**src/lfr_pkg.sv**
```systemverilog
// Shared constants and types for the LED fade ramp controller.
package lfr_pkg;

  localparam int unsigned LEVEL_W       = 8;
  localparam int unsigned RAMP_W        = 16;
  localparam int unsigned PROD_W        = 2 * RAMP_W;
  localparam int unsigned CFG_IDX_W     = 3;
  localparam int unsigned CFG_DATA_W    = RAMP_W;
  localparam int unsigned TIME_BITS_DEF = 32;

  localparam logic [LEVEL_W-1:0] LEVEL_MAX = {LEVEL_W{1'b1}};

  localparam logic [LEVEL_W-1:0] TARGET_RST = 8'd255;
  localparam logic [RAMP_W-1:0]  RISE_RST   = 16'd1000;
  localparam logic [RAMP_W-1:0]  FALL_RST   = 16'd1000;

  typedef enum logic [CFG_IDX_W-1:0] {
    CFG_TARGET = 3'd0,
    CFG_RISE   = 3'd1,
    CFG_FALL   = 3'd2,
    CFG_ANODE  = 3'd3
  } lfr_cfg_e;

  typedef enum logic {
    KIND_TICK = 1'b0,
    KIND_REQ  = 1'b1
  } lfr_kind_e;

endpackage

```
**src/lfr_in_if.sv**
```systemverilog
// Input channel: millisecond ticks and on/off requests.
interface lfr_in_if;
  logic valid;
  logic ready;
  logic kind;
  logic turn_on;

  modport source (output valid, output kind, output turn_on, input ready);
  modport sink   (input valid, input kind, input turn_on, output ready);
endinterface

```
**src/lfr_out_if.sv**
```systemverilog
// Output channel: brightness level, PWM duty and ramp status.
interface lfr_out_if import lfr_pkg::*; ();
  logic               valid;
  logic               ready;
  logic [LEVEL_W-1:0] level;
  logic [LEVEL_W-1:0] duty;
  logic               duty_changed;
  logic               ramping;

  modport source (output valid, output level, output duty, output duty_changed,
                  output ramping, input ready);
  modport sink   (input valid, input level, input duty, input duty_changed,
                  input ramping, output ready);
endinterface

```
**src/led_fade_ramp_controller_top.sv**
```systemverilog
// LED fade ramp controller: ramp sequencer, shared multiplier and divider.
//
//  channel  dir  handshake      payload
//  in_i     in   valid/ready    kind, turn_on
//  out_o    out  valid/ready    level, duty, duty_changed, ramping
//  cfg      in   cfg_we_i       cfg_idx_i, cfg_data_i
//
// A tick or request that needs a division passes through accept, evaluate,
// one multiply, divider load, the divider steps, divider done and the result
// load. Other items skip to the result. The bit-serial divider sets the long path.
// Reset gives the register defaults and an idle, dark lamp.
// A result waits in the output register; a new item is taken while it waits,
// but the next result is held back until the waiting one is taken.
module led_fade_ramp_controller_top import lfr_pkg::*; #(
  parameter int unsigned TIME_BITS = TIME_BITS_DEF
) (
  input  logic                  clk_i,
  input  logic                  rst_ni,
  input  logic                  cfg_we_i,
  input  logic [CFG_IDX_W-1:0]  cfg_idx_i,
  input  logic [CFG_DATA_W-1:0] cfg_data_i,
  lfr_in_if.sink                in_i,
  lfr_out_if.source             out_o
);

  localparam logic [2:0] S_IDLE  = 3'd0;
  localparam logic [2:0] S_CALC  = 3'd1;
  localparam logic [2:0] S_MUL   = 3'd2;
  localparam logic [2:0] S_DIV   = 3'd3;
  localparam logic [2:0] S_OUT   = 3'd4;
  localparam logic [2:0] S_START = 3'd5;

  logic [2:0]           state_q, state_d;
  logic [LEVEL_W-1:0]   target_q;
  logic [RAMP_W-1:0]    rise_q, fall_q;
  logic                 anode_q;
  logic [TIME_BITS-1:0] now_q, now_d;
  logic [TIME_BITS-1:0] start_q, start_d;
  logic                 want_q, want_d;
  logic                 active_q, active_d;
  logic [LEVEL_W-1:0]   level_q, level_d;
  logic [LEVEL_W-1:0]   before_q, before_d;
  logic                 kind_q, kind_d;
  logic                 turn_q, turn_d;
  logic [RAMP_W-1:0]    op_a_q, op_a_d;
  logic [RAMP_W-1:0]    op_b_q, op_b_d;
  logic [RAMP_W-1:0]    dvsr_q, dvsr_d;
  logic [PROD_W-1:0]    prod_q;
  logic                 out_valid_q, out_valid_d;
  logic [LEVEL_W-1:0]   out_level_q, out_duty_q;
  logic                 out_chg_q, out_ramp_q;

  logic [TIME_BITS-1:0] elapsed;
  logic                 elapsed_big;
  logic [RAMP_W-1:0]    elapsed_lo;
  logic [RAMP_W-1:0]    len, old_len, new_len;
  logic                 div_start, div_done;
  logic [PROD_W-1:0]    div_quo;
  logic                 out_load;

  assign elapsed     = now_q - start_q;
  assign elapsed_big = |elapsed[TIME_BITS-1:RAMP_W];
  assign elapsed_lo  = elapsed[RAMP_W-1:0];
  assign len         = want_q ? rise_q : fall_q;
  assign old_len     = turn_q ? fall_q : rise_q;
  assign new_len     = turn_q ? rise_q : fall_q;
  assign out_load    = (state_q == S_OUT) && (!out_valid_q || out_o.ready);

  assign in_i.ready = (state_q == S_IDLE);

  always_ff @(posedge clk_i or negedge rst_ni) begin
    if (!rst_ni) begin
      target_q <= TARGET_RST;
      rise_q   <= RISE_RST;
      fall_q   <= FALL_RST;
      anode_q  <= 1'b1;
    end else if (cfg_we_i) begin
      case (cfg_idx_i)
        CFG_TARGET: target_q <= cfg_data_i[LEVEL_W-1:0];
        CFG_RISE:   rise_q   <= cfg_data_i;
        CFG_FALL:   fall_q   <= cfg_data_i;
        CFG_ANODE:  anode_q  <= cfg_data_i[0];
        default: ;
      endcase
    end
  end

  always_comb begin
    state_d     = state_q;
    now_d       = now_q;
    start_d     = start_q;
    want_d      = want_q;
    active_d    = active_q;
    level_d     = level_q;
    before_d    = before_q;
    kind_d      = kind_q;
    turn_d      = turn_q;
    op_a_d      = op_a_q;
    op_b_d      = op_b_q;
    dvsr_d      = dvsr_q;
    out_valid_d = out_valid_q;
    div_start   = 1'b0;

    if (out_o.ready) begin
      out_valid_d = 1'b0;
    end

    case (state_q)
      S_IDLE: begin
        if (in_i.valid) begin
          kind_d   = in_i.kind;
          turn_d   = in_i.turn_on;
          before_d = level_q;
          if (in_i.kind == KIND_TICK) begin
            now_d = now_q + 1'b1;
          end
          state_d = S_CALC;
        end
      end
      S_CALC: begin
        state_d = S_OUT;
        if (kind_q == KIND_TICK) begin
          if (active_q) begin
            if (elapsed_big || elapsed_lo >= len) begin
              active_d = 1'b0;
              level_d  = want_q ? target_q : '0;
            end else begin
              op_a_d  = {{(RAMP_W-LEVEL_W){1'b0}}, target_q};
              op_b_d  = want_q ? elapsed_lo : (fall_q - elapsed_lo);
              dvsr_d  = len;
              state_d = S_MUL;
            end
          end
        end else if (want_q != turn_q) begin
          want_d = turn_q;
          if (!active_q) begin
            start_d  = now_q;
            active_d = 1'b1;
          end else if (elapsed_big || elapsed_lo > old_len || old_len == '0) begin
            start_d = now_q;
          end else begin
            op_a_d  = new_len;
            op_b_d  = old_len - elapsed_lo;
            dvsr_d  = old_len;
            state_d = S_MUL;
          end
        end
      end
      // The product register fills during this step, so the divider loads in the S_START step that follows.
      S_MUL: begin
        state_d = S_START;
      end
      S_START: begin
        div_start = 1'b1;
        state_d   = S_DIV;
      end
      S_DIV: begin
        if (div_done) begin
          if (kind_q == KIND_TICK) begin
            level_d = div_quo[LEVEL_W-1:0];
          end else begin
            start_d = now_q - {{(TIME_BITS-RAMP_W){1'b0}}, div_quo[RAMP_W-1:0]};
          end
          state_d = S_OUT;
        end
      end
      S_OUT: begin
        if (out_load) begin
          out_valid_d = 1'b1;
          state_d     = S_IDLE;
        end
      end
      default: state_d = S_IDLE;
    endcase
  end

  always_ff @(posedge clk_i or negedge rst_ni) begin
    if (!rst_ni) begin
      state_q     <= S_IDLE;
      now_q       <= '0;
      start_q     <= '0;
      want_q      <= 1'b0;
      active_q    <= 1'b0;
      level_q     <= '0;
      out_valid_q <= 1'b0;
    end else begin
      state_q     <= state_d;
      now_q       <= now_d;
      start_q     <= start_d;
      want_q      <= want_d;
      active_q    <= active_d;
      level_q     <= level_d;
      out_valid_q <= out_valid_d;
    end
  end

  always_ff @(posedge clk_i) begin
    before_q <= before_d;
    kind_q   <= kind_d;
    turn_q   <= turn_d;
    op_a_q   <= op_a_d;
    op_b_q   <= op_b_d;
    dvsr_q   <= dvsr_d;
    prod_q   <= op_a_q * op_b_q;
    if (out_load) begin
      out_level_q <= level_q;
      out_duty_q  <= anode_q ? level_q : (LEVEL_MAX - level_q);
      out_chg_q   <= (level_q != before_q);
      out_ramp_q  <= active_q;
    end
  end

  lfr_div #(
    .DIVIDEND_W(PROD_W),
    .DIVISOR_W (RAMP_W)
  ) u_div (
    .clk_i     (clk_i),
    .rst_ni    (rst_ni),
    .start_i   (div_start),
    .dividend_i(prod_q),
    .divisor_i (dvsr_q),
    .done_o    (div_done),
    .quotient_o(div_quo)
  );

  assign out_o.valid        = out_valid_q;
  assign out_o.level        = out_level_q;
  assign out_o.duty         = out_duty_q;
  assign out_o.duty_changed = out_chg_q;
  assign out_o.ramping      = out_ramp_q;

  // A ramp ends only while a tick is being evaluated.
  assert property (@(posedge clk_i) disable iff (!rst_ni)
    $fell(active_q) |-> $past(state_q == S_CALC && kind_q == KIND_TICK))
    else $error("ramp ended outside tick evaluation");

  // Requests never move the brightness.
  assert property (@(posedge clk_i) disable iff (!rst_ni)
    !$stable(level_q) |-> $past(kind_q == KIND_TICK))
    else $error("level changed on a request");

  // The divider only reports back while the sequencer waits for it.
  assert property (@(posedge clk_i) disable iff (!rst_ni)
    div_done |-> state_q == S_DIV)
    else $error("divider finished outside the divide step");

  // A new result is loaded only from the result step.
  assert property (@(posedge clk_i) disable iff (!rst_ni)
    $rose(out_valid_q) |-> $past(state_q == S_OUT))
    else $error("result loaded outside the result step");

  // No item is taken while a computation is in flight.
  assert property (@(posedge clk_i) disable iff (!rst_ni)
    (state_q == S_MUL || state_q == S_START || state_q == S_DIV) |-> !in_i.ready)
    else $error("input ready during computation");

endmodule

```
**src/lfr_div.sv**
```systemverilog
// Restoring divider, one quotient bit per cycle.
module lfr_div #(
  parameter int unsigned DIVIDEND_W = 32,
  parameter int unsigned DIVISOR_W  = 16
) (
  input  logic                  clk_i,
  input  logic                  rst_ni,
  input  logic                  start_i,
  input  logic [DIVIDEND_W-1:0] dividend_i,
  input  logic [DIVISOR_W-1:0]  divisor_i,
  output logic                  done_o,
  output logic [DIVIDEND_W-1:0] quotient_o
);

  localparam int unsigned CNT_W = $clog2(DIVIDEND_W + 1);

  logic [DIVIDEND_W-1:0] quo_q, quo_d;
  logic [DIVISOR_W:0]    rem_q, rem_d;
  logic [DIVISOR_W-1:0]  dvsr_q, dvsr_d;
  logic [CNT_W-1:0]      cnt_q, cnt_d;
  logic                  busy_q, busy_d;
  logic                  done_q, done_d;
  logic [DIVISOR_W:0]    rem_sh;
  logic                  fits;

  assign rem_sh = {rem_q[DIVISOR_W-1:0], quo_q[DIVIDEND_W-1]};
  assign fits   = rem_sh >= {1'b0, dvsr_q};

  always_comb begin
    quo_d  = quo_q;
    rem_d  = rem_q;
    dvsr_d = dvsr_q;
    cnt_d  = cnt_q;
    busy_d = busy_q;
    done_d = 1'b0;
    if (start_i) begin
      quo_d  = dividend_i;
      rem_d  = '0;
      dvsr_d = divisor_i;
      cnt_d  = CNT_W'(DIVIDEND_W);
      busy_d = 1'b1;
    end else if (busy_q) begin
      rem_d = fits ? (rem_sh - {1'b0, dvsr_q}) : rem_sh;
      quo_d = {quo_q[DIVIDEND_W-2:0], fits};
      cnt_d = cnt_q - 1'b1;
      if (cnt_q == CNT_W'(1)) begin
        busy_d = 1'b0;
        done_d = 1'b1;
      end
    end
  end

  always_ff @(posedge clk_i or negedge rst_ni) begin
    if (!rst_ni) begin
      cnt_q  <= '0;
      busy_q <= 1'b0;
      done_q <= 1'b0;
    end else begin
      cnt_q  <= cnt_d;
      busy_q <= busy_d;
      done_q <= done_d;
    end
  end

  always_ff @(posedge clk_i) begin
    quo_q  <= quo_d;
    rem_q  <= rem_d;
    dvsr_q <= dvsr_d;
  end

  assign done_o     = done_q;
  assign quotient_o = quo_q;

endmodule

```
**src/flat_wrapper.sv**
```systemverilog
// flat-port wrapper written by rule: the top's interface ports become plain ports
module led_fade_ramp_controller_top_flat import lfr_pkg::*;
#(
  parameter int unsigned TIME_BITS = TIME_BITS_DEF
)
  (clk_i, rst_ni, cfg_we_i, cfg_idx_i, cfg_data_i, in_i_valid, in_i_kind, in_i_turn_on, in_i_ready, out_o_valid, out_o_level, out_o_duty, out_o_duty_changed, out_o_ramping, out_o_ready);
  lfr_in_if in_i_i ();
  lfr_out_if out_o_i ();
  input  logic clk_i;
  input  logic rst_ni;
  input  logic cfg_we_i;
  input  logic [CFG_IDX_W-1:0] cfg_idx_i;
  input  logic [CFG_DATA_W-1:0] cfg_data_i;
  input wire logic [$bits(in_i_i.valid)-1:0] in_i_valid;
  input wire logic [$bits(in_i_i.kind)-1:0] in_i_kind;
  input wire logic [$bits(in_i_i.turn_on)-1:0] in_i_turn_on;
  output wire logic [$bits(in_i_i.ready)-1:0] in_i_ready;
  output wire logic [$bits(out_o_i.valid)-1:0] out_o_valid;
  output wire logic [$bits(out_o_i.level)-1:0] out_o_level;
  output wire logic [$bits(out_o_i.duty)-1:0] out_o_duty;
  output wire logic [$bits(out_o_i.duty_changed)-1:0] out_o_duty_changed;
  output wire logic [$bits(out_o_i.ramping)-1:0] out_o_ramping;
  input wire logic [$bits(out_o_i.ready)-1:0] out_o_ready;
  assign in_i_i.valid = in_i_valid;
  assign in_i_i.kind = in_i_kind;
  assign in_i_i.turn_on = in_i_turn_on;
  assign in_i_ready = in_i_i.ready;
  assign out_o_valid = out_o_i.valid;
  assign out_o_level = out_o_i.level;
  assign out_o_duty = out_o_i.duty;
  assign out_o_duty_changed = out_o_i.duty_changed;
  assign out_o_ramping = out_o_i.ramping;
  assign out_o_i.ready = out_o_ready;
  led_fade_ramp_controller_top #(.TIME_BITS(TIME_BITS)) u_core (.clk_i(clk_i), .rst_ni(rst_ni), .cfg_we_i(cfg_we_i), .cfg_idx_i(cfg_idx_i), .cfg_data_i(cfg_data_i), .in_i(in_i_i), .out_o(out_o_i));
endmodule
```
**config.mk**
```make
export PLATFORM = sky130hd
export DESIGN_NAME = led_fade_ramp_controller_top_flat
export DESIGN_NICKNAME = d
export VERILOG_FILES = /design/src/lfr_pkg.sv /design/src/lfr_in_if.sv /design/src/lfr_out_if.sv /design/src/led_fade_ramp_controller_top.sv /design/src/lfr_div.sv /design/src/flat_wrapper.sv
export SDC_FILE = /design/constraint.sdc
export NUM_CORES = 1
export LEC_CHECK = 0
export ABC_AREA = 1
export BUFFER_PORTS_ARGS = -buffer_cell sky130_fd_sc_hd__buf_2
export CELL_PAD_IN_SITES_DETAIL_PLACEMENT = 1
export CELL_PAD_IN_SITES_GLOBAL_PLACEMENT = 1
export CORE_AREA = 2 2 239 241
export DETAILED_ROUTE_END_ITERATION = 10
export DIE_AREA = 0 0 241 243
export PLACE_DENSITY = 0.79
export SYNTH_ARGS = -nofsm -noshare
export SYNTH_HDL_FRONTEND = slang
export SYNTH_SLANG_ARGS = --single-unit
export TNS_END_PERCENT = 30
```
**constraint.sdc**
```tcl
create_clock -name clk_i -period 6.25 [get_ports clk_i]
set_input_delay 0.3125 -clock clk_i [delete_from_list [all_inputs] [get_ports clk_i]]
set_output_delay 0.3125 -clock clk_i [all_outputs]
set_load 0.02 [all_outputs]
```
==> impl_metrics.csv, run 1 <==
group,metric,value,unit
die,core_area,0.0560,mm²
final_layout,layout.cells.non_filler,4423,
clock_tree,cts_tree,"built",
yosys,ys_ff_latch,299,
yosys,synthFlopType,"edfxtp_1",
grt,use_met3,0.0404,
power_and_ir_drop,p_sw_frac,0.505,
final_layout,nets,4079,
drt,ant_nets,0,
clock_tree,cts_root_buf,"clkbuf_16",
clock_tree,cts_num_sinks,299,
timing,rsz0062_at_grt,"yes",
setup_path,startpoint_type,"flip-flop",
timing,post-route-period-util,0.951,
clock_tree,htreeDepth,2,
die,dieArea,0.0586,mm²
drt,dr.pass1.iters,5,
grt,grt_overflow_total,0,
power_and_ir_drop,ir_drop,0.380,mV
grt,grt_pass1_vias,25700,
drt,drtIter0Drc,1111,
place,io_buffers,45,
setup_path,worst_setup_path_end_kind,"flip-flop",
yosys,syn-num-nets,4018,
setup_path,path_max_fanout,16,
die,die_h,243,µm
power_and_ir_drop,power_density,457,mW/mm²
drt,via_per_inst,5.35,
run,cap_violations,0,
place,gp_congestion,0.919,
outcome,outcome,"completed",
grt,grt_pass1_wl,138000,µm
power_and_ir_drop,combPwrFrac,0.606,
grt,antenna_found_initial,0,
die,io_pins,46,
yosys,ys_warn_count,0,
timing,worst_clock_skew,0.0374,ns
drt,vias,23700,
setup_path,cpMaxStageDelayCell,"edfxtp_1",
grt,grt_max_degree,67,
timing,fin_crit,5.94,ns
yosys,netlist_area,0.0273,mm²
setup_path,cpPeakStageDelay,0.67,ns
clock_tree,cts_made_buffers,38,
yosys,synth_cell_types,52,
final_layout,diodes,0,
place,hpwl,66200,µm
timing,finalSetupViolCount,0,
yosys,synth_enable_flop_cells,124,
grt,grtUsageTotal,0.299,
clock_tree,clk_pin_slew,0.06,ns
grt,busiest_layer,"met2",
yosys,syn_avg_cell_area,7.63,µm²
place,place_inst,4292,
clock_tree,clock_path_buffers,3,
power_and_ir_drop,clkPwrFrac,0.172,
yosys,ys_async_sr_fraction,0.425,
drt,drt-total-wl,85100,µm
grt,grt_use_met1,0.383,
power_and_ir_drop,intPower,0.00684,W
die,die_w,241,µm
worst_hold_path,hp-class,"in -> reg",
drt,drc,0,
grt,met2_usage,0.522,
timing,finalHoldViolations,0,
timing,maxSlewViolCount,0,
setup_path,path_class,"reg -> reg",
setup_path,crit_required,6.71,ns
yosys,seq_area_frac_synth,0.289,
drt,wl_per_cell,19.2,µm
power_and_ir_drop,p_switching,0.00699,W
die,start_util,0.488,
timing,fmax,0.168,GHz
power_and_ir_drop,leakage,16.0,nW
final_layout,areaGrowthSynthToFinish,10.8,%
power_and_ir_drop,seqPwrFrac,0.222,
timing,tightestPinTransition,1.13,ns
die,num_rows,87,
final_layout,drive_gt1_frac,0.0698,
setup_path,worstPathArrival,6.40,ns
timing,slew_headroom,0.237,
setup_path,path_cells,"nand2_1 -> inv_1 -> fa_1 -> inv_1 -> fa_1 -> inv_1 -> fa_1 -> fa_1 -> fa_1 -> inv_1 -> fa_1 -> inv_1 -> ha_1 -> nand2_1 -> nor2_1 -> inv_1 -> nor4_1 -> nand2_1 -> o211ai_1 -> a21oi_1 -> nor2_1 -> nor2_1 -> xnor2_1",
yosys,synthCells,3576,
timing,setup_tns,0,ns
clock_tree,clk_latency,0.60,ns
-- flip-flops by register name, summed over array words and instances (netlist names), 3 cells and up --
name	cells
u_core.target_q	8
u_core.rise_q	16
u_core.dvsr_q	16
u_core.now_q	32
u_core.u_div.dvsr_q	16
u_core.level_q	8
u_core.u_div.quotient_o	32
u_core.state_q	3
u_core.start_q	32
u_core.u_div.rem_q	16
u_core.before_q	8
u_core.op_b_q	16
u_core.out_o.level	8
u_core.op_a_q	16
u_core.out_o.duty	8
u_core.fall_q	16
u_core.u_div.cnt_q	6
u_core.prod_q	32
-- power groups by stage --
stage	combinational, W	clock (W)	sequential [W]
2_1_floorplan	0.00576	0	0.00301
3_3_place_gp	0.00783	0	0.00306
3_5_place_dp	0.00821	0	0.00309
4_1_cts	0.00833	0.00242	0.00306
5_1_grt	0.00944	0.00250	0.00312
6_report	0.00838	0.00238	0.00306
-- worst paths after layout --
kind,slack [ns],from,depth (start not counted),endpoint
setup / recovery,0.31,u_core.op_b_q[6],23,u_core.prod_q[30]
min in group asynchronous,0.26,rst_ni,2,u_core.level_q[2]
max in group asynchronous,4.61,rst_ni,3,u_core.now_q[24]
hold reg to reg,0.42,u_core.dvsr_q[13],0,u_core.u_div.dvsr_q[13]
setup reg to reg,0.31,u_core.op_b_q[6],23,u_core.prod_q[30]
hold / removal,0.02,cfg_data_i[11],3,u_core.rise_q[11]
-- through the flow --
stage               total power [W]  worst slack (ns)  instance area (µm²)  hold slack, ns   util
global placement             0.0109             0.320                28300           0.312  0.506
detailed placement           0.0113             0.275                28300           0.333  0.506
finish                       0.0138             0.306                30200          0.0176  0.540
floorplan                   0.00877             0.784                27300          0.0169      -
CTS                          0.0138             0.209                29800         0.00249  0.533
global route                 0.0151           -0.0572                30200          0.0290  0.540
-- cells in the mapped netlist (30+ instances only) --
cell type | instances | share of area
ha_1 | 217 | 0.10
inv_1 | 717 | 0.099
nand2_1 | 1012 | 0.14
nand3_1 | 143 | 0.026
o21ai_0 | 225 | 0.041
a21oi_1 | 145 | 0.027
nor3_1 | 30 | 0.0055
nor2_1 | 156 | 0.021
xor2_1 | 92 | 0.030
clkbuf_1 | 112 | 0.015
edfxtp_1 | 124 | 0.14
fa_1 | 199 | 0.15
dfrtp_1 | 106 | 0.097
xnor2_1 | 46 | 0.015
dfxtp_1 | 48 | 0.035
-- cell families (layout without fill, tap and decap cells) --
logic type	count (synthesis)	after routing	synth area share
compound gates	426	426	0.0830
xor+xnor	138	138	0.0443
fa+ha+maj	416	416	0.245
buf+inv	851	942	0.119
flops	299	299	0.289
simple gates	1446	1446	0.220
-- repair_timing --
item                                   in CTS  in global routing
hold buffers                               16                  0
setup buffers                               0                 45
setup endpoints to repair                   0                  6
endpoints found under the hold margin      66                  0
resized for setup                           0                  2
-- area by class of cell --
cell class,count,area (µm²)
fillers,6950,25700
multi-input cells,2426,16200
flip-flops and latches,299,7890
inverters,724,2720
repair buffers,148,1140
clock buffers,48,1030
well taps,756,946
clock inverters,22,327
-- critical path: cells and delay by family, from the launching register on --
kind	cells	cell delay, ns
buf+inv	6	0.36
fa+ha+maj	7	3.40
simple gates	7	0.97
compound gates	2	0.30
xor+xnor	1	0.12
flops	1	0.67
-- layout by cell type (no fill, tap or decap), drive strengths merged, types with 3 or more instances in the layout --
cell            n
nand2        1023
clkbuf         48
edfxtp        124
a31oi          11
o21a            4
a21o            5
nand3         144
dfxtp          48
o211ai         11
buf           132
o22ai           5
dlygate4sd3    16
nand3b         26
nor4           18
ha            217
nor2          162
nand4          26
inv           726
o31ai           3
clkinv         14
and2            5
dfstp          21
xnor2          46
a21oi         145
xor2           92
o21ai         228
nor3           33
dfrtp         106
o21bai          3
or2             5
bufinv          5
fa            199
-- metal layers --
metal	share of wire	up-vias
li1	-	11200
met1	0.43	11800
met2	0.49	458
met3	0.040	155
met4	0.032	0
met5	0	-
Note: power is estimated with default switching activity, not from simulation.
==> run 2, diff against run 1 <==
--- a/config.mk
+++ b/config.mk
@@ -5,14 +5,13 @@
 export SDC_FILE = /design/constraint.sdc
 export NUM_CORES = 1
 export LEC_CHECK = 0
-export ABC_AREA = 1
 export BUFFER_PORTS_ARGS = -buffer_cell sky130_fd_sc_hd__buf_2
 export CELL_PAD_IN_SITES_DETAIL_PLACEMENT = 1
 export CELL_PAD_IN_SITES_GLOBAL_PLACEMENT = 1
-export CORE_AREA = 2 2 239 241
+export CORE_AREA = 2 2 228 230
 export DETAILED_ROUTE_END_ITERATION = 10
-export DIE_AREA = 0 0 241 243
-export PLACE_DENSITY = 0.79
+export DIE_AREA = 0 0 230 232
+export PLACE_DENSITY = 0.78
 export SYNTH_ARGS = -nofsm -noshare
 export SYNTH_HDL_FRONTEND = slang
 export SYNTH_SLANG_ARGS = --single-unit
==> run 2 against run 1 <==
Against the previous run:
- the run now ends with setup timing left
- area after synthesis down 5.6%
- synthesized cell count is 25% lower
- clock-buffer cell count rose by 4
- sequential cell count did not move
- setup slack lost 0.47 ns
- highest routed layer is now met5
- cell area decreased by 3.8%
- core utilization up 3.1 points
- largest cell class unchanged
==> impl_metrics.csv, run 2 <==
group,metric,value,unit
yosys,syn_avg_cell_area,9.61,µm²
clock_tree,cts_tree,"built",
yosys,synth_enable_flop_cells,124,
setup_path,crit_buf_inv,5,
power_and_ir_drop,leakage,13.7,nW
yosys,seq_area_frac_synth,0.306,
yosys,synth_cell_types,81,
clock_tree,cts_root_buf,"clkbuf_16",
power_and_ir_drop,p_sw_frac,0.455,
power_and_ir_drop,ir_drop,0.351,mV
setup_path,r2r-end,"u_core.prod_q[26]",
drt,top_layer_used,"met5",
place,gp_congestion,0.904,
die,start_util,0.506,
die,io_pins,46,
yosys,synth.most_common_cell,"inv_1",
yosys,synth-compound-area-share,0.0972,
final_layout,fillers,5679,
power_and_ir_drop,power_density,432,mW/mm²
clock_tree,cts_made_buffers,36,
outcome,violations,"setup timing",
final_layout,multi_input_area,0.0164,mm²
setup_path,ff2ff_path_depth,22,
place,io_buffers,45,
final_layout,drive_gt1_frac,0.116,
setup_path,worstPathArrival,6.90,ns
setup_path,crit_top_cell,"fa_1",
setup_path,cpPeakStageDelay,0.57,ns
worst_hold_path,hold_path_depth,3,
yosys,syn-num-nets,3123,
clock_tree,clk_pin_slew,0.07,ns
place,placed_cell_area,0.0271,mm²
run,cap_violations,0,
setup_path,path_delay_family,"adder cells",
timing,maxSlewViolCount,0,
drt,drt-total-wl,80300,µm
setup_path,r2r_start,"u_core.op_b_q[5]",
power_and_ir_drop,intPower,0.00685,W
place,hpwl,59000,µm
yosys,ys_ff_latch,299,
timing,fin_crit,6.42,ns
setup_path,cpMaxStageDelayCell,"fa_1",
die,core_area,0.0509,mm²
yosys,synth_top_family_by_area,"adder cells",
outcome,outcome,"finished, violations left",
timing,finalSetupViolCount,6,
worst_hold_path,hp-class,"in -> reg",
setup_path,path_cells,"buf_4 -> and2_1 -> fa_1 -> inv_1 -> fa_1 -> fa_1 -> inv_1 -> fa_1 -> fa_1 -> inv_1 -> fa_1 -> inv_1 -> ha_1 -> and3_1 -> nand4_1 -> a221oi_4 -> o21a_1 -> nor2_2 -> o21a_1 -> o21bai_1 -> a21oi_2 -> xnor2_1",
drt,met3_wirelength,3950,µm
setup_path,regToRegSetupSlack,-0.17,ns
die,die_w,230,µm
die,dieArea,0.0534,mm²
drt,dr.pass1.iters,5,
clock_tree,cts_num_sinks,299,
drt,drc,0,
yosys,synth_mux_area_frac,0.0644,
setup_path,path_max_fanout,4,
yosys,yosysTopAreaCell,"fa_1",
grt,grt_overflow_total,0,
final_layout,areaGrowthSynthToFinish,12.8,%
timing,tightestPinTransition,1.35,ns
yosys,synthFlopType,"edfxtp_1",
die,num_rows,83,
worst_hold_path,holdPathEnd,"u_core.fall_q[0]",
yosys,ys_async_sr_fraction,0.425,
drt,drtIter0Drc,1398,
worst_hold_path,min_from,"cfg_data_i[0]",
setup_path,cp.depth,22,
drt,wl_met2,39400,µm
yosys,synth_adder_area_share,0.260,
yosys,synth_xor_area_frac,0.0568,
timing,worst_clock_skew,0.0233,ns
clock_tree,htreeDepth,2,
drt,ant_nets,0,
grt,grt_pass1_wl,122000,µm
power_and_ir_drop,p_switching,0.00572,W
drt,wl_per_cell,22.9,µm
timing,setup_slack,-0.165,ns
final_layout,final_common_cell,"inv_1",
final_layout,layout.cells.non_filler,3502,
timing,slew_headroom,0.0901,
grt,grtUsageTotal,0.294,
power_and_ir_drop,seqPwrFrac,0.251,
yosys,yosys.area_share.simple,0.150,
yosys,synthCells,2681,
drt,wl_met1,33800,µm
setup_path,path_class,"reg -> reg",
grt,grt_pass1_vias,21700,
power_and_ir_drop,clkPwrFrac,0.177,
final_layout,finish.instance_area,0.0291,mm²
setup_path,crit_required,6.74,ns
final_layout,regArea,0.00789,mm²
timing,rsz0062_at_grt,"yes",
setup_path,worst_setup_path_end_kind,"flip-flop",
clock_tree,clock_path_buffers,3,
drt,vias,20200,
timing,finalHoldViolations,0,
clock_tree,clk_latency,0.58,ns
place,place_inst,3379,
yosys,netlist_area,0.0258,mm²
yosys,ys_warn_count,0,
power_and_ir_drop,combPwrFrac,0.572,
power_and_ir_drop,power,0.0126,W
yosys,yosys-top-cells-area,"fa_1 (15%), edfxtp_1 (14%), ha_1 (11%)",
final_layout,nets,3235,
timing,fmax,0.156,GHz
grt,grt_max_degree,78,
final_layout,mostFrequentLayoutCells,"inv_1 (352), nand2_1 (315), ha_1 (211), fa_1 (195), nor2_1 (133)",
yosys,synth.top_cell.area_share,0.155,
grt,antenna_found_initial,3,
die,die_h,232,µm
timing,post-route-period-util,1.03,
timing,setup_tns,-0.526,ns
setup_path,startpoint_type,"flip-flop",
yosys,synthTopCellsByCount,"inv_1 (352), nand2_1 (316), ha_1 (217), fa_1 (199), nor2_1 (134)",
drt,via_per_inst,5.78,
[run 2: worst max-delay path by stage]
stage / from / to / slack [ns]
3_5_place_dp: u_core.op_a_q[9] / u_core.prod_q[30] / -0.24
6_report: u_core.op_b_q[5] / u_core.prod_q[26] / -0.17
3_3_place_gp: u_core.op_b_q[4] / u_core.prod_q[31] / 0.02
5_1_grt: u_core.op_b_q[5] / u_core.prod_q[26] / -0.35
2_1_floorplan: u_core.op_b_q[1] / u_core.prod_q[30] / 0.22
4_1_cts: u_core.op_b_q[4] / u_core.prod_q[30] / 0.003
[run 2: cell type report]
class	instances	share of cell area
Tap cell	680	0.0293
Multi-Input combinational cell	1935	0.564
Antenna cell	1	0.0000861
Clock buffer	52	0.0348
Sequential cell	299	0.271
Clock inverter	14	0.00805
Inverter	354	0.0457
Timing Repair Buffer	167	0.0464
[run 2: kinds of logic after synthesis]
family	count (synthesis)
DFF	299
buffers and inverters	447
muxes	159
AOI/OAI and AO/OA	396
adders and majority gates	416
and+or+nand+nor	797
xor gates and xnor gates	167
[run 2: worst reg2reg max path: cells and delay by family, from the launching register on]
kind / cells / cell delay (ns)
buf+inv: 5 / 0.45
simple gates: 4 / 0.72
fa+ha+maj: 7 / 3.39
xor+xnor: 1 / 0.19
compound gates: 5 / 1.08
flops: 1 / 0.48
[run 2: through the flow]
stage | worst slack (ns) | hold slack, ns | utilization
finish | -0.165 | 0.0310 | 0.571
CTS | 0.00252 | 0.00298 | 0.563
floorplan | 0.223 | 0.0169 | -
global placement | 0.0241 | 0.406 | 0.533
detailed placement | -0.242 | 0.406 | 0.533
global route | -0.352 | 0.0305 | 0.571
[run 2: power by group through the flow]
stage	Combinational [W]	Clock [W]	Sequential (W)
after global routing	0.00788	0.00233	0.00321
after global placement	0.00665	0	0.00314
final	0.00719	0.00223	0.00316
after CTS	0.00708	0.00225	0.00314
after floorplan	0.00505	0	0.00300
after detailed placement	0.00698	0	0.00317
[run 2: metal layers]
layer / vias to the layer above / global-route usage
met5: - / 0
li1: 9167 / -
met4: 2 / 0.114
met1: 10400 / 0.384
met2: 536 / 0.496
met3: 176 / 0.0386
[run 2: timing repair]
item | in CTS | in global routing
resized for setup | 12 | 32
hold buffers | 16 | 0
pin swaps | 5 | 29
endpoints found under the hold margin | 65 | 0
setup buffers | 11 | 31
cloned | 0 | 0
setup endpoints to repair | 7 | 8
==> run 3, diff against run 2 <==
--- a/config.mk
+++ b/config.mk
@@ -9,9 +9,10 @@
 export CELL_PAD_IN_SITES_DETAIL_PLACEMENT = 1
 export CELL_PAD_IN_SITES_GLOBAL_PLACEMENT = 1
 export CORE_AREA = 2 2 228 230
+export CTS_BUF_LIST = sky130_fd_sc_hd__clkbuf_16
 export DETAILED_ROUTE_END_ITERATION = 10
 export DIE_AREA = 0 0 230 232
-export PLACE_DENSITY = 0.78
+export PLACE_DENSITY = 0.82
 export SYNTH_ARGS = -nofsm -noshare
 export SYNTH_HDL_FRONTEND = slang
 export SYNTH_SLANG_ARGS = --single-unit
==> run 3 against run 2 <==
Against the previous run:
- the flow now finishes without violations
- wire length decreased by 2.2%
- critical path depth shrank 2
- register-to-register slack improved by 0.21 ns
- sequential share of layout area grew 0.22 points
- sequential cell count did not move
- non-clock buffer count down 12
- sequential power about the same
- cell count shrank 0.46%
- worst hold slack worse by 0.0058 ns
- critical endpoint is now u_core.prod_q[30]
- largest power group unchanged
- highest routed layer unchanged
==> impl_metrics.csv, run 3 (synthesized netlist as in run 2, its figures left out) <==
group,metric,value,unit
die,io_pins,46,
final_layout,mostFrequentLayoutCells,"inv_1 (355), nand2_1 (315), ha_1 (209), fa_1 (194), nor2_1 (133)",
worst_hold_path,hp-class,"in -> reg",
power_and_ir_drop,power_density,430,mW/mm²
grt,grt_pass1_vias,21700,
drt,via_per_inst,5.77,
grt,grt_max_degree,78,
clock_tree,clock_path_buffers,3,
clock_tree,cts_tree,"built",
setup_path,cpPeakStageDelay,0.76,ns
timing,worst_clock_skew,0.0129,ns
timing,finalHoldViolations,0,
drt,dr.pass1.iters,5,
worst_hold_path,min_from,"cfg_data_i[12]",
setup_path,startpoint_type,"flip-flop",
setup_path,worstPathArrival,6.61,ns
clock_tree,clk_pin_slew,0.06,ns
place,io_buffers,45,
clock_tree,cts_root_buf,"clkbuf_16",
clock_tree,cts_made_buffers,35,
power_and_ir_drop,leakage,13.6,nW
grt,grtUsageTotal,0.288,
grt,grt_overflow_total,0,
timing,post-route-period-util,0.992,
final_layout,areaGrowthSynthToFinish,11.9,%
outcome,outcome,"completed",
setup_path,crit_required,6.66,ns
die,die_w,230,µm
clock_tree,clk_latency,0.54,ns
setup_path,path_cells,"nand2_1 -> fa_1 -> fa_1 -> inv_1 -> fa_1 -> fa_1 -> fa_1 -> inv_1 -> fa_1 -> inv_1 -> ha_4 -> a211oi_4 -> and3_4 -> a221oi_2 -> o21a_1 -> nor2_2 -> o21a_1 -> o21ai_2 -> o41ai_2 -> xnor2_1",
place,hpwl,60000,µm
die,start_util,0.506,
timing,tightestPinTransition,1.18,ns
die,die_h,232,µm
worst_hold_path,hold_path_depth,2,
place,pre_cts_ws,-0.266,ns
timing,hold_ws,0.0253,ns
power_and_ir_drop,ir_drop,0.306,mV
die,num_rows,83,
place,gp_congestion,0.904,
drt,vias,20100,
drt,drtIter0Drc,1437,
grt,antenna_found_initial,9,
setup_path,r2r_start,"u_core.op_a_q[2]",
final_layout,nets,3222,
die,dieArea,0.0534,mm²
drt,drt-total-wl,78500,µm
timing,rsz0062_at_grt,"yes",
setup_path,worst_setup_path_end_kind,"flip-flop",
die,core_area,0.0509,mm²
drt,wl_per_cell,22.5,µm
final_layout,drive_gt1_frac,0.118,
drt,drc,0,
setup_path,cpMaxStageDelayCell,"edfxtp_1",
grt,grt_pass1_wl,120000,µm
setup_path,path_class,"reg -> reg",
final_layout,final_common_cell,"inv_1",
timing,finalSetupViolCount,0,
timing,fin_crit,6.20,ns
setup_path,ff2ff_path_depth,20,
setup_path,crit_top_cell,"fa_1",
power_and_ir_drop,power,0.0124,W
setup_path,startpoint,"u_core.op_a_q[2]",
clock_tree,htreeDepth,2,
run,cap_violations,0,
timing,fmax,0.161,GHz
setup_path,path_max_fanout,13,
clock_tree,cts_num_sinks,299,
timing,setup_slack,0.0481,ns
timing,setup_tns,0,ns
timing,maxSlewViolCount,0,
final_layout,post-route-util,0.567,
timing,slew_headroom,0.202,
drt,ant_nets,0,
final_layout,diodes,0,
-- run 3: changes by cell type in the layout (fill, tap and decap cells not counted), moves of 6 or more --
cell,previous run,this run
buf_12,10,1
buf_4,86,94
clkbuf_1,12,0
clkinv_1,1,7
dlygate4sd3_1,16,3
-- run 3: area by class of cell --
class                           instances  area [µm²]
Fill cell                            5715       22100
Inverter                              354        1330
Clock inverter                         23         210
Tap cell                              680         851
Sequential cell                       299        7890
Timing Repair Buffer                  155        1130
Clock buffer                           40        1000
Multi-Input combinational cell       1935       16400
-- run 3: worst paths after layout --
kind                                                to  slack [ns]
worst max register to register       u_core.prod_q[30]        0.05
worst min-delay path                 u_core.rise_q[12]        0.03
min in group asynchronous             u_core.now_q[24]        0.34
worst min register to register  u_core.u_div.rem_q[15]        0.48
max in group asynchronous        u_core.u_div.cnt_q[3]        4.46
worst max-delay path                 u_core.prod_q[30]        0.05
-- run 3: timing repair --
item                                   4_1_cts  5_1_grt
pin swaps                                    1       36
hold buffers                                 3        0
setup endpoints to repair                    6        9
endpoints found under the hold margin       36        0
gates resized for setup                      8       47
buffers inserted                             2       28
-- run 3: metrics by stage --
stage / instances / cell area, µm²
after global placement: 3390 / 27100
after detailed placement: 3390 / 27100
after floorplan: 2681 / 25800
final: 3486 / 28800
after CTS: 3458 / 28400
after global routing: 3486 / 28800
-- run 3: power breakdown --
group          total [W]  internal (W)  switching [W]
registers        0.00314       0.00272       0.000421
logic            0.00710       0.00284        0.00426
clock network    0.00215       0.00131       0.000842
total             0.0124       0.00687        0.00553
-- run 3: routing by layer --
| metal | vias up | part of all wire | track usage |
|---|---|---|---|
| met5 | - | 0.00073 | 0 |
| met4 | 8 | 0.041 | 0.118 |
| li1 | 9129 | - | - |
| met1 | 10300 | 0.42 | 0.364 |
| met3 | 179 | 0.055 | 0.0524 |
| met2 | 528 | 0.49 | 0.489 |
-- run 3: worst max-delay path: cells and delay by family (launching register included) --
kind	cells	cell delay [ns]
xor gates and xnor gates	1	0.15
buffers and inverters	3	0.17
and+or+nand+nor	3	0.55
AOI/OAI and AO/OA	6	1.24
adders and majority gates	7	3.18
DFF	1	0.76
